<file path="src/rtl/gldc_pkg.sv">
// Shared types, codes and constants for the gesture lamp dimmer controller.
// No dependencies; imported by every module of the block.
`default_nettype none
package gldc_pkg;

	localparam int unsigned ScoreW  = 16;
	localparam int unsigned BrightW = 10;
	localparam int unsigned RatioW  = 7;
	localparam int unsigned LevelW  = 4;
	localparam int unsigned IdleW   = 4;
	localparam int unsigned ProgW   = 2;
	localparam int unsigned OffIdleW = 3;
	localparam int unsigned PwmW    = 9;
	localparam int unsigned CodeW   = 2;
	localparam int unsigned CfgIdxW = 2;
	localparam int unsigned ProdW   = BrightW + RatioW;

	localparam logic [ScoreW-1:0] THR_STRONG_RST = 16'd64881;
	localparam logic [ScoreW-1:0] THR_COLOR_RST  = 16'd62259;
	localparam logic [ScoreW-1:0] THR_POWER_RST  = 16'd58982;

	localparam logic [CfgIdxW-1:0] CFG_THR_STRONG = 2'd0;
	localparam logic [CfgIdxW-1:0] CFG_THR_COLOR  = 2'd1;
	localparam logic [CfgIdxW-1:0] CFG_THR_POWER  = 2'd2;

	localparam logic [LevelW-1:0] LVL_ASLEEP  = 4'd0;
	localparam logic [LevelW-1:0] LVL_WAKING  = 4'd1;
	localparam logic [LevelW-1:0] LVL_AWAKE   = 4'd2;
	localparam logic [LevelW-1:0] LVL_JUST_ON = 4'd10;

	localparam logic [CodeW-1:0] BEEP_NONE   = 2'd0;
	localparam logic [CodeW-1:0] BEEP_SINGLE = 2'd1;
	localparam logic [CodeW-1:0] BEEP_DOUBLE = 2'd2;
	localparam logic [CodeW-1:0] BEEP_LONG   = 2'd3;

	localparam logic [CodeW-1:0] STOP_NONE   = 2'd0;
	localparam logic [CodeW-1:0] STOP_BRIGHT = 2'd1;
	localparam logic [CodeW-1:0] STOP_COLOR  = 2'd2;

	localparam logic [BrightW-1:0] BRIGHT_ON  = 10'd250;
	localparam logic [RatioW-1:0]  RATIO_FULL = 7'd100;
	localparam logic [RatioW-1:0]  RATIO_HALF = 7'd50;
	localparam logic [RatioW-1:0]  COLOR_STEP = 7'd50;
	localparam logic [IdleW-1:0]   WAKE1_LIMIT = 4'd5;
	localparam logic [IdleW-1:0]   WAKE2_LIMIT = 4'd10;
	localparam logic [OffIdleW-1:0] OFF_IDLE_LIMIT = 3'd5;

	// signed working width for the brightness bounce
	localparam int unsigned BrSW = BrightW + 2;
	localparam logic signed [BrSW-1:0] BRIGHT_STEP = 12'sd200;
	localparam logic signed [BrSW-1:0] BRIGHT_MAX  = 12'sd500;
	localparam logic signed [BrSW-1:0] BRIGHT_MIN  = 12'sd100;

	// floor(x / 100) for x below 43699: (x * RECIP_100) >> RECIP_SH
	localparam int unsigned RecipW = 16;
	localparam int unsigned RECIP_SH = 22;
	localparam logic [RecipW-1:0] RECIP_100 = 16'd41944;

	typedef struct packed {
		logic [BrightW-1:0] bright;
		logic [RatioW-1:0]  ratio_warm;
		logic [RatioW-1:0]  ratio_cool;
		logic [CodeW-1:0]   beep;
		logic [CodeW-1:0]   stop;
	} gldc_res_t;

endpackage
`default_nettype wire

</file>
<file path="src/rtl/gldc_ctrl.sv">
// Gesture decision and lamp state: threshold registers, wake and idle
// tracking, brightness and colour bounce. Depends on gldc_pkg.
`default_nettype none
module gldc_ctrl (
	input  wire logic                          clk,
	input  wire logic                          arst_n,
	input  wire logic                          accept,
	input  wire logic [gldc_pkg::ScoreW-1:0]   bright_score_a,
	input  wire logic [gldc_pkg::ScoreW-1:0]   color_score_a,
	input  wire logic [gldc_pkg::ScoreW-1:0]   power_score_a,
	input  wire logic [gldc_pkg::ScoreW-1:0]   bright_score_b,
	input  wire logic [gldc_pkg::ScoreW-1:0]   color_score_b,
	input  wire logic [gldc_pkg::ScoreW-1:0]   power_score_b,
	input  wire logic                          cfg_we,
	input  wire logic [gldc_pkg::CfgIdxW-1:0]  cfg_index,
	input  wire logic [gldc_pkg::ScoreW-1:0]   cfg_data,
	output gldc_pkg::gldc_res_t                res
);
	import gldc_pkg::*;

	logic [ScoreW-1:0]   thr_strong_q, thr_color_q, thr_power_q;
	logic                lamp_on_q, lamp_on_d;
	logic [LevelW-1:0]   level_q, level_d;
	logic [IdleW-1:0]    idle_q, idle_d;
	logic [ProgW-1:0]    prog_q, prog_d;
	logic [OffIdleW-1:0] off_idle_q, off_idle_d;
	logic [BrightW-1:0]  bright_q, bright_d;
	logic                br_down_q, br_down_d;
	logic                col_back_q, col_back_d;
	logic [RatioW-1:0]   rw_q, rw_d, rc_q, rc_d;
	logic [CodeW-1:0]    beep, stop;

	logic br_s, co_s, pw_s, co_c, pw_p, motion;
	logic signed [BrSW-1:0] br_step;
	logic                   br_step_down;
	logic [RatioW-1:0]      rw_step, rc_step;
	logic                   col_step_back;

	function automatic logic [RatioW-1:0] up_ratio(input logic [RatioW-1:0] r);
		logic [RatioW:0] s;
		s = {1'b0, r} + {1'b0, COLOR_STEP};
		return (s > {1'b0, RATIO_FULL}) ? RATIO_FULL : s[RatioW-1:0];
	endfunction

	function automatic logic [RatioW-1:0] down_ratio(input logic [RatioW-1:0] r);
		return (r < COLOR_STEP) ? '0 : r - COLOR_STEP;
	endfunction

	assign br_s = (bright_score_a > thr_strong_q) && (bright_score_b > thr_strong_q);
	assign co_s = (color_score_a > thr_strong_q) && (color_score_b > thr_strong_q);
	assign pw_s = (power_score_a > thr_strong_q) && (power_score_b > thr_strong_q);
	assign co_c = (color_score_a > thr_color_q) && (color_score_b > thr_color_q);
	assign pw_p = (power_score_a > thr_power_q) && (power_score_b > thr_power_q);
	assign motion = br_s || co_s || pw_s;

	always_comb begin
		logic signed [BrSW-1:0] b;
		b = $signed({2'b00, bright_q});
		br_step = br_down_q ? b - BRIGHT_STEP : b + BRIGHT_STEP;
		br_step_down = br_down_q;
		if (br_step > BRIGHT_MAX) begin
			br_step_down = 1'b1;
			br_step = BRIGHT_MAX;
		end
		if (br_step < BRIGHT_MIN) begin
			br_step_down = 1'b0;
			br_step = BRIGHT_MIN;
		end
	end

	always_comb begin
		if (!col_back_q) begin
			rw_step = up_ratio(rw_q);
			rc_step = down_ratio(rc_q);
		end else begin
			rc_step = up_ratio(rc_q);
			rw_step = down_ratio(rw_q);
		end
		col_step_back = col_back_q;
		if (rw_step == RATIO_FULL && rc_step == '0)
			col_step_back = 1'b1;
		else if (rc_step == RATIO_FULL && rw_step == '0)
			col_step_back = 1'b0;
	end

	always_comb begin
		lamp_on_d  = lamp_on_q;
		level_d    = level_q;
		idle_d     = idle_q;
		prog_d     = prog_q;
		off_idle_d = off_idle_q;
		bright_d   = bright_q;
		br_down_d  = br_down_q;
		col_back_d = col_back_q;
		rw_d       = rw_q;
		rc_d       = rc_q;
		beep       = BEEP_NONE;
		stop       = STOP_NONE;
		if (lamp_on_q) begin
			if (!motion) begin
				if (level_q == LVL_WAKING) begin
					idle_d = idle_q + 1'b1;
					if (idle_d >= WAKE1_LIMIT) begin
						idle_d  = '0;
						level_d = LVL_ASLEEP;
					end
				end else if (level_q == LVL_AWAKE) begin
					idle_d = idle_q + 1'b1;
					if (idle_d > WAKE2_LIMIT) begin
						idle_d  = '0;
						level_d = LVL_ASLEEP;
					end
				end
			end else if (level_q != LVL_ASLEEP) begin
				if (br_s) begin
					bright_d  = br_step[BrightW-1:0];
					br_down_d = br_step_down;
					beep      = BEEP_SINGLE;
					stop      = STOP_BRIGHT;
					level_d   = LVL_AWAKE;
				end else if (co_c) begin
					rw_d       = rw_step;
					rc_d       = rc_step;
					col_back_d = col_step_back;
					beep       = BEEP_DOUBLE;
					stop       = STOP_COLOR;
					level_d    = LVL_AWAKE;
				end else if (pw_p) begin
					level_d = LVL_AWAKE;
					if (level_q != LVL_JUST_ON) begin
						bright_d  = '0;
						rw_d      = RATIO_HALF;
						rc_d      = RATIO_HALF;
						prog_d    = '0;
						lamp_on_d = 1'b0;
						beep      = BEEP_LONG;
					end
				end
			end else begin
				if (br_s || co_c) begin
					level_d = LVL_WAKING;
				end else if (pw_p) begin
					level_d = LVL_WAKING;
					prog_d  = '0;
					beep    = BEEP_LONG;
				end
			end
		end else begin
			if (!motion) begin
				if (prog_q == ProgW'(1)) begin
					off_idle_d = off_idle_q + 1'b1;
					if (off_idle_d >= OFF_IDLE_LIMIT) begin
						off_idle_d = '0;
						prog_d     = '0;
					end
				end
			end else if (pw_p && prog_q < ProgW'(2)) begin
				prog_d = prog_q + 1'b1;
				beep   = BEEP_LONG;
				if (prog_d >= ProgW'(2)) begin
					bright_d   = BRIGHT_ON;
					rw_d       = RATIO_HALF;
					rc_d       = RATIO_HALF;
					lamp_on_d  = 1'b1;
					off_idle_d = '0;
					prog_d     = '0;
					level_d    = LVL_JUST_ON;
				end
			end
		end
	end

	always_ff @(posedge clk or negedge arst_n) begin
		if (!arst_n) begin
			thr_strong_q <= THR_STRONG_RST;
			thr_color_q  <= THR_COLOR_RST;
			thr_power_q  <= THR_POWER_RST;
		end else if (cfg_we) begin
			unique case (cfg_index)
				CFG_THR_STRONG: thr_strong_q <= cfg_data;
				CFG_THR_COLOR:  thr_color_q  <= cfg_data;
				CFG_THR_POWER:  thr_power_q  <= cfg_data;
				default: ;
			endcase
		end
	end

	always_ff @(posedge clk or negedge arst_n) begin
		if (!arst_n) begin
			lamp_on_q  <= 1'b1;
			level_q    <= LVL_ASLEEP;
			idle_q     <= '0;
			prog_q     <= '0;
			off_idle_q <= '0;
			bright_q   <= '0;
			br_down_q  <= 1'b0;
			col_back_q <= 1'b0;
			rw_q       <= '0;
			rc_q       <= RATIO_FULL;
		end else if (accept) begin
			lamp_on_q  <= lamp_on_d;
			level_q    <= level_d;
			idle_q     <= idle_d;
			prog_q     <= prog_d;
			off_idle_q <= off_idle_d;
			bright_q   <= bright_d;
			br_down_q  <= br_down_d;
			col_back_q <= col_back_d;
			rw_q       <= rw_d;
			rc_q       <= rc_d;
		end
	end

	assign res.bright     = bright_d;
	assign res.ratio_warm = rw_d;
	assign res.ratio_cool = rc_d;
	assign res.beep       = beep;
	assign res.stop       = stop;

endmodule
`default_nettype wire

</file>
<file path="src/rtl/gldc_scale.sv">
// Result pipeline: snapshot of the updated lamp state, brightness times ratio,
// then division by 100 into the PWM compare values. Depends on gldc_pkg.
`default_nettype none
module gldc_scale (
	input  wire logic                        clk,
	input  wire logic                        arst_n,
	input  wire logic                        in_valid,
	output logic                             in_ready,
	input  wire gldc_pkg::gldc_res_t         res,
	output logic                             out_valid,
	input  wire logic                        out_ready,
	output logic [gldc_pkg::PwmW-1:0]        pwm_warm,
	output logic [gldc_pkg::PwmW-1:0]        pwm_cool,
	output logic [gldc_pkg::CodeW-1:0]       beep_kind,
	output logic [gldc_pkg::CodeW-1:0]       stop_code
);
	import gldc_pkg::*;

	localparam int unsigned QW = ProdW + RecipW;

	logic       v_s1, v_s2, v_s3;
	logic       adv1, adv2, adv3;
	gldc_res_t  res_s1;
	logic [ProdW-1:0] pw_s2, pc_s2;
	logic [CodeW-1:0] beep_s2, stop_s2;
	logic [QW-1:0]    qw, qc;

	assign adv3 = !v_s3 || out_ready;
	assign adv2 = !v_s2 || adv3;
	assign adv1 = !v_s1 || adv2;
	assign in_ready = adv1;

	always_ff @(posedge clk or negedge arst_n) begin
		if (!arst_n) begin
			v_s1 <= 1'b0;
			v_s2 <= 1'b0;
			v_s3 <= 1'b0;
		end else begin
			if (adv1) v_s1 <= in_valid;
			if (adv2) v_s2 <= v_s1;
			if (adv3) v_s3 <= v_s2;
		end
	end

	always_ff @(posedge clk) begin
		if (adv1 && in_valid) res_s1 <= res;
	end

	always_ff @(posedge clk) begin
		if (adv2 && v_s1) begin
			pw_s2   <= ProdW'(res_s1.bright) * ProdW'(res_s1.ratio_warm);
			pc_s2   <= ProdW'(res_s1.bright) * ProdW'(res_s1.ratio_cool);
			beep_s2 <= res_s1.beep;
			stop_s2 <= res_s1.stop;
		end
	end

	assign qw = QW'(pw_s2) * QW'(RECIP_100);
	assign qc = QW'(pc_s2) * QW'(RECIP_100);

	always_ff @(posedge clk) begin
		if (adv3 && v_s2) begin
			pwm_warm  <= qw[RECIP_SH +: PwmW];
			pwm_cool  <= qc[RECIP_SH +: PwmW];
			beep_kind <= beep_s2;
			stop_code <= stop_s2;
		end
	end

	assign out_valid = v_s3;

endmodule
`default_nettype wire

</file>
<file path="src/rtl/gesture_lamp_dimmer_controller_core.sv">
// Gesture lamp dimmer controller, top level.
// Instantiates gldc_ctrl and gldc_scale; depends on gldc_pkg.
//
// Usage:
//   Input channel (in_valid/in_ready) takes one classifier verdict per item:
//   three class scores from each of two windows, unsigned Q0.16.
//   Output channel (out_valid/out_ready) gives one result item per input
//   item: the warm and cool PWM compare values, a beep code and a stop code.
//   Configuration channel (cfg_valid/cfg_ready) writes the three thresholds
//   by index; it is always ready, and an index beyond the list is ignored.
//   Write it only while no item is in flight.
//   Throughput: one item per cycle while the receiver keeps out_ready high.
//   The lamp state is updated in the cycle an item is accepted; its result
//   then passes the snapshot, product and divide-by-100 stages in turn.
//   When the receiver stalls, the three result stages fill and then
//   in_ready drops; no item is lost or repeated.
//   Reset (arst_n low) restores the default thresholds, lamp on, asleep,
//   brightness 0, ratio 0/100, and empties the result stages.
`default_nettype none
module gesture_lamp_dimmer_controller_core (
	input  wire logic                          clk,
	input  wire logic                          arst_n,
	input  wire logic                          in_valid,
	output logic                               in_ready,
	input  wire logic [gldc_pkg::ScoreW-1:0]   bright_score_a,
	input  wire logic [gldc_pkg::ScoreW-1:0]   color_score_a,
	input  wire logic [gldc_pkg::ScoreW-1:0]   power_score_a,
	input  wire logic [gldc_pkg::ScoreW-1:0]   bright_score_b,
	input  wire logic [gldc_pkg::ScoreW-1:0]   color_score_b,
	input  wire logic [gldc_pkg::ScoreW-1:0]   power_score_b,
	output logic                               out_valid,
	input  wire logic                          out_ready,
	output logic [gldc_pkg::PwmW-1:0]          pwm_warm,
	output logic [gldc_pkg::PwmW-1:0]          pwm_cool,
	output logic [gldc_pkg::CodeW-1:0]         beep_kind,
	output logic [gldc_pkg::CodeW-1:0]         stop_code,
	input  wire logic                          cfg_valid,
	output logic                               cfg_ready,
	input  wire logic [gldc_pkg::CfgIdxW-1:0]  cfg_index,
	input  wire logic [gldc_pkg::ScoreW-1:0]   cfg_data
);
	import gldc_pkg::*;

	gldc_res_t res;
	logic      accept;

	assign cfg_ready = 1'b1;
	assign accept    = in_valid && in_ready;

	gldc_ctrl u_ctrl (
		.clk            (clk),
		.arst_n         (arst_n),
		.accept         (accept),
		.bright_score_a (bright_score_a),
		.color_score_a  (color_score_a),
		.power_score_a  (power_score_a),
		.bright_score_b (bright_score_b),
		.color_score_b  (color_score_b),
		.power_score_b  (power_score_b),
		.cfg_we         (cfg_valid && cfg_ready),
		.cfg_index      (cfg_index),
		.cfg_data       (cfg_data),
		.res            (res)
	);

	gldc_scale u_scale (
		.clk       (clk),
		.arst_n    (arst_n),
		.in_valid  (in_valid),
		.in_ready  (in_ready),
		.res       (res),
		.out_valid (out_valid),
		.out_ready (out_ready),
		.pwm_warm  (pwm_warm),
		.pwm_cool  (pwm_cool),
		.beep_kind (beep_kind),
		.stop_code (stop_code)
	);

endmodule
`default_nettype wire

</file>
<file path="config.mk">
export PLATFORM = sky130hd
export DESIGN_NAME = gesture_lamp_dimmer_controller_core
export DESIGN_NICKNAME = d
export VERILOG_FILES = /design/src/rtl/gldc_pkg.sv /design/src/rtl/gldc_ctrl.sv /design/src/rtl/gldc_scale.sv /design/src/rtl/gesture_lamp_dimmer_controller_core.sv
export SDC_FILE = /design/constraint.sdc
export NUM_CORES = 1
export LEC_CHECK = 0
export BUFFER_PORTS_ARGS = -buffer_cell sky130_fd_sc_hd__buf_4
export CORE_MARGIN = 4
export CORE_UTILIZATION = 40
export CTS_BUF_LIST = sky130_fd_sc_hd__clkbuf_2
export DETAILED_ROUTE_END_ITERATION = 16
export SLEW_MARGIN = 20
export SYNTH_ARGS = -nofsm -noshare
export SYNTH_HDL_FRONTEND = slang
export SYNTH_SLANG_ARGS = --single-unit
</file>
<file path="constraint.sdc">
create_clock -name clk -period 13.2 [get_ports clk]
set_input_delay 2.64 -clock clk [delete_from_list [all_inputs] [get_ports clk]]
set_output_delay 2.64 -clock clk [all_outputs]
set_load 0.005 [all_outputs]
</file>
==> impl_metrics.json <==
{
  "core_area_um2": 58000,
  "drt-initial-drc-count": 747,
  "max_freq_mhz": 166,
  "antenna_found_initial": 6,
  "synthDistinctLibCells": 86,
  "cts_setup_buffers": 0,
  "num_vias": 17271,
  "yosys.area.top_type": "ha_1",
  "cts_root_buf": "clkbuf_2",
  "r2r_slack_ps": 7180,
  "area_delta_synth_final_pct": 8.79,
  "max_cap_violations": 0,
  "synth.most_common_cell": "inv_1",
  "hold_class": "reg -> reg",
  "nFillCells": 5523,
  "cts_buffers": 17,
  "drt_wl_total_mm": 55.2,
  "crit_path_max_fanout": 6,
  "async_flop_share": 0.506,
  "clk_latency_ps": 1050,
  "slew_viol_final": 0,
  "status": "finished, final reports clean",
  "synth-edff-count": 88,
  "grt_usage": 0.179,
  "yosys_most_used_dff": "edfxtp_1",
  "grt.overflow.total": 0,
  "synth.top_cell.area_share": 0.237,
  "gp_congestion": 0.868,
  "start_util": 0.407,
  "cts_resized": 0,
  "synth_area_per_cell_um2": 9.76,
  "die_height_um": 251,
  "critPathCaptureType": "register",
  "num_rows": 88,
  "startpoint_type": "register",
  "worst_pin_slew_ps": 998,
  "rsz0062_at_grt": "false",
  "cts_buffer_depth": 2,
  "synth.area.top_cells": "ha_1 (24%), fa_1 (20%), edfxtp_1 (11%)",
  "syn_nets": 3223,
  "htreeDepth": 4,
  "syn-instance-count": 2419,
  "grt_pass1_vias": 18215,
  "firstDrtPassIters": 5,
  "io_pins": 144,
  "hold_viol": 0,
  "path_clk_slew_ps": 300,
  "ys_seq_elements": 178,
  "synth_area_um2": 23600,
  "cp.arrival_ps": 6830,
  "cts_tree": "built",
  "cts_sinks": 178,
  "clock_skew_ps": 41.5,
  "min_period_over_period": 0.456,
  "yosys-top-cells-count": "inv_1 (478), ha_1 (447), fa_1 (238)",
  "slew_headroom": 0.335,
  "io_buffers": 142,
  "layout-drive-gt1-share": 0.105,
  "worstPathRequired_ps": 14010,
  "drc": 0,
  "postRouteAntennaNets": 0,
  "setup_violations": 0,
  "period_minus_slack_ps": 6020,
  "cts-hold-fix-buffers": 0,
  "avgRoutedWirePerCell_um": 16.7,
  "grt_max_degree": 52,
  "grt_pass1_wl_mm": 91.8,
  "dp_hpwl_mm": 46.0,
  "die_w_um": 251,
  "synth_warnings": 0,
  "fp.dieArea_um2": 63000,
  "critPathKind": "reg -> reg",
  "synth-seq-area-share": 0.209,
  "layout.nets": 3333,
  "tns_ps": 0,
  "viasPerCell": 5.21
}
kinds of logic (layout without fill, tap and decap cells):
| family | Yosys count | count (layout) | synth area share |
|---|---|---|---|
| compound gates | 399 | 399 | 0.114 |
| xor+xnor | 61 | 61 | 0.0226 |
| fa+ha+maj | 685 | 685 | 0.439 |
| buf+inv | 536 | 659 | 0.0864 |
| flops | 178 | 178 | 0.209 |
| mux | 44 | 44 | 0.0206 |
| other cells | 1 | 9 | 0.000159 |
| simple gates | 515 | 515 | 0.109 |
sequential cells by signal, summed over array words and instances (netlist names), 3 cells and up:
signal / flops
u_ctrl.bright_q: 10
u_scale.res_s1: 28
u_scale.pc_s2: 17
u_ctrl.rw_q: 7
u_ctrl.rc_q: 7
u_ctrl.off_idle_q: 3
u_ctrl.thr_color_q: 16
u_ctrl.idle_q: 4
u_scale.pwm_cool: 9
u_ctrl.thr_strong_q: 16
u_scale.pw_s2: 17
u_scale.pwm_warm: 9
u_ctrl.level_q: 3
u_ctrl.thr_power_q: 16
stage by stage:
step	hold slack, ps	cell area (um2)	setup WS (ps)	std cells	utilization
2_1_floorplan	400	23600	7670	2419	-
3_3_place_gp	414	25400	6980	3275	0.438
3_5_place_dp	408	25400	6900	3275	0.438
4_1_cts	473	25700	7150	3307	0.442
5_1_grt	485	25700	6920	3315	0.443
6_report	473	25700	7180	3315	0.443
area by class of cell:
type	instances	area (um2)	area share
multi-input combinational	1705	16600	0.648
sequential	178	4940	0.192
inverter	481	1810	0.0704
timing repair buffer	146	1100	0.0427
tap	765	957	0.0373
clock inverter	14	138	0.00536
clock buffer	18	90.1	0.00351
antenna	8	20.0	0.000780
layer usage:
metal  global-route usage  up-vias  part of all wire
met5                    0        -                 0
met4               0.0580        0             0.023
met3               0.0321       68             0.038
met2                0.303      334              0.49
met1                0.235     8456              0.45
li1                     -     8413                 -
placed cells by master (no fill, tap or decap), types with 7 or more instances in the layout:
cell       instances
nand3_1           28
a22oi_1            9
and3_1            19
o211ai_1          11
o21ai_0           70
inv_1            478
nand2b_1          20
mux2i_1            8
dfrtp_1           56
and2_1            62
mux2_2            36
edfxtp_1          88
a21o_1            31
ha_1             447
diode_2            8
a21oi_1          111
o221ai_1          14
o21bai_1           9
nor4_1             9
nor2_1            77
a31oi_1           12
xor2_1            14
nor3_1            31
a211oi_1          16
nand2_1          177
o2bb2ai_1          7
nor2b_1           14
dfstp_2           34
o21a_1            20
nand4_1           38
buf_4            146
xnor2_1           47
or3_1              9
o31ai_1            7
a211o_1            9
fa_1             238
clkbuf_2          18
a22o_1            13
critical path: stages, from the launching register on:
cell and delay, ps:
edfxtp_1 620, ha_1 380, inv_1 70, fa_1 500, fa_1 510, inv_1 50, fa_1 460, fa_1 490
ha_1 320, a21o_1 180, a21oi_1 140, o21ai_0 130, a211oi_1 360, a21oi_1 210, a41o_1 340, o41ai_1 670
nor2_1 120, a211o_1 260
final timing paths:
kind,endpoint,cells after the start,start
worst max-delay path,u_scale.pwm_warm[8],17,u_scale.pw_s2[11]
worst min-delay path,u_scale.stop_code[1],0,u_scale.stop_s2[1]
worst max register to register,u_scale.pwm_warm[8],17,u_scale.pw_s2[11]
worst min register to register,u_scale.stop_code[1],0,u_scale.stop_s2[1]
max in group asynchronous,u_scale.v_s2,2,arst_n
min in group asynchronous,u_ctrl.prog_q[1],1,arst_n
Power is left out: the tool's default activity adds up to more than one toggle a clock period on the data nets, which glitch-free logic cannot reach.
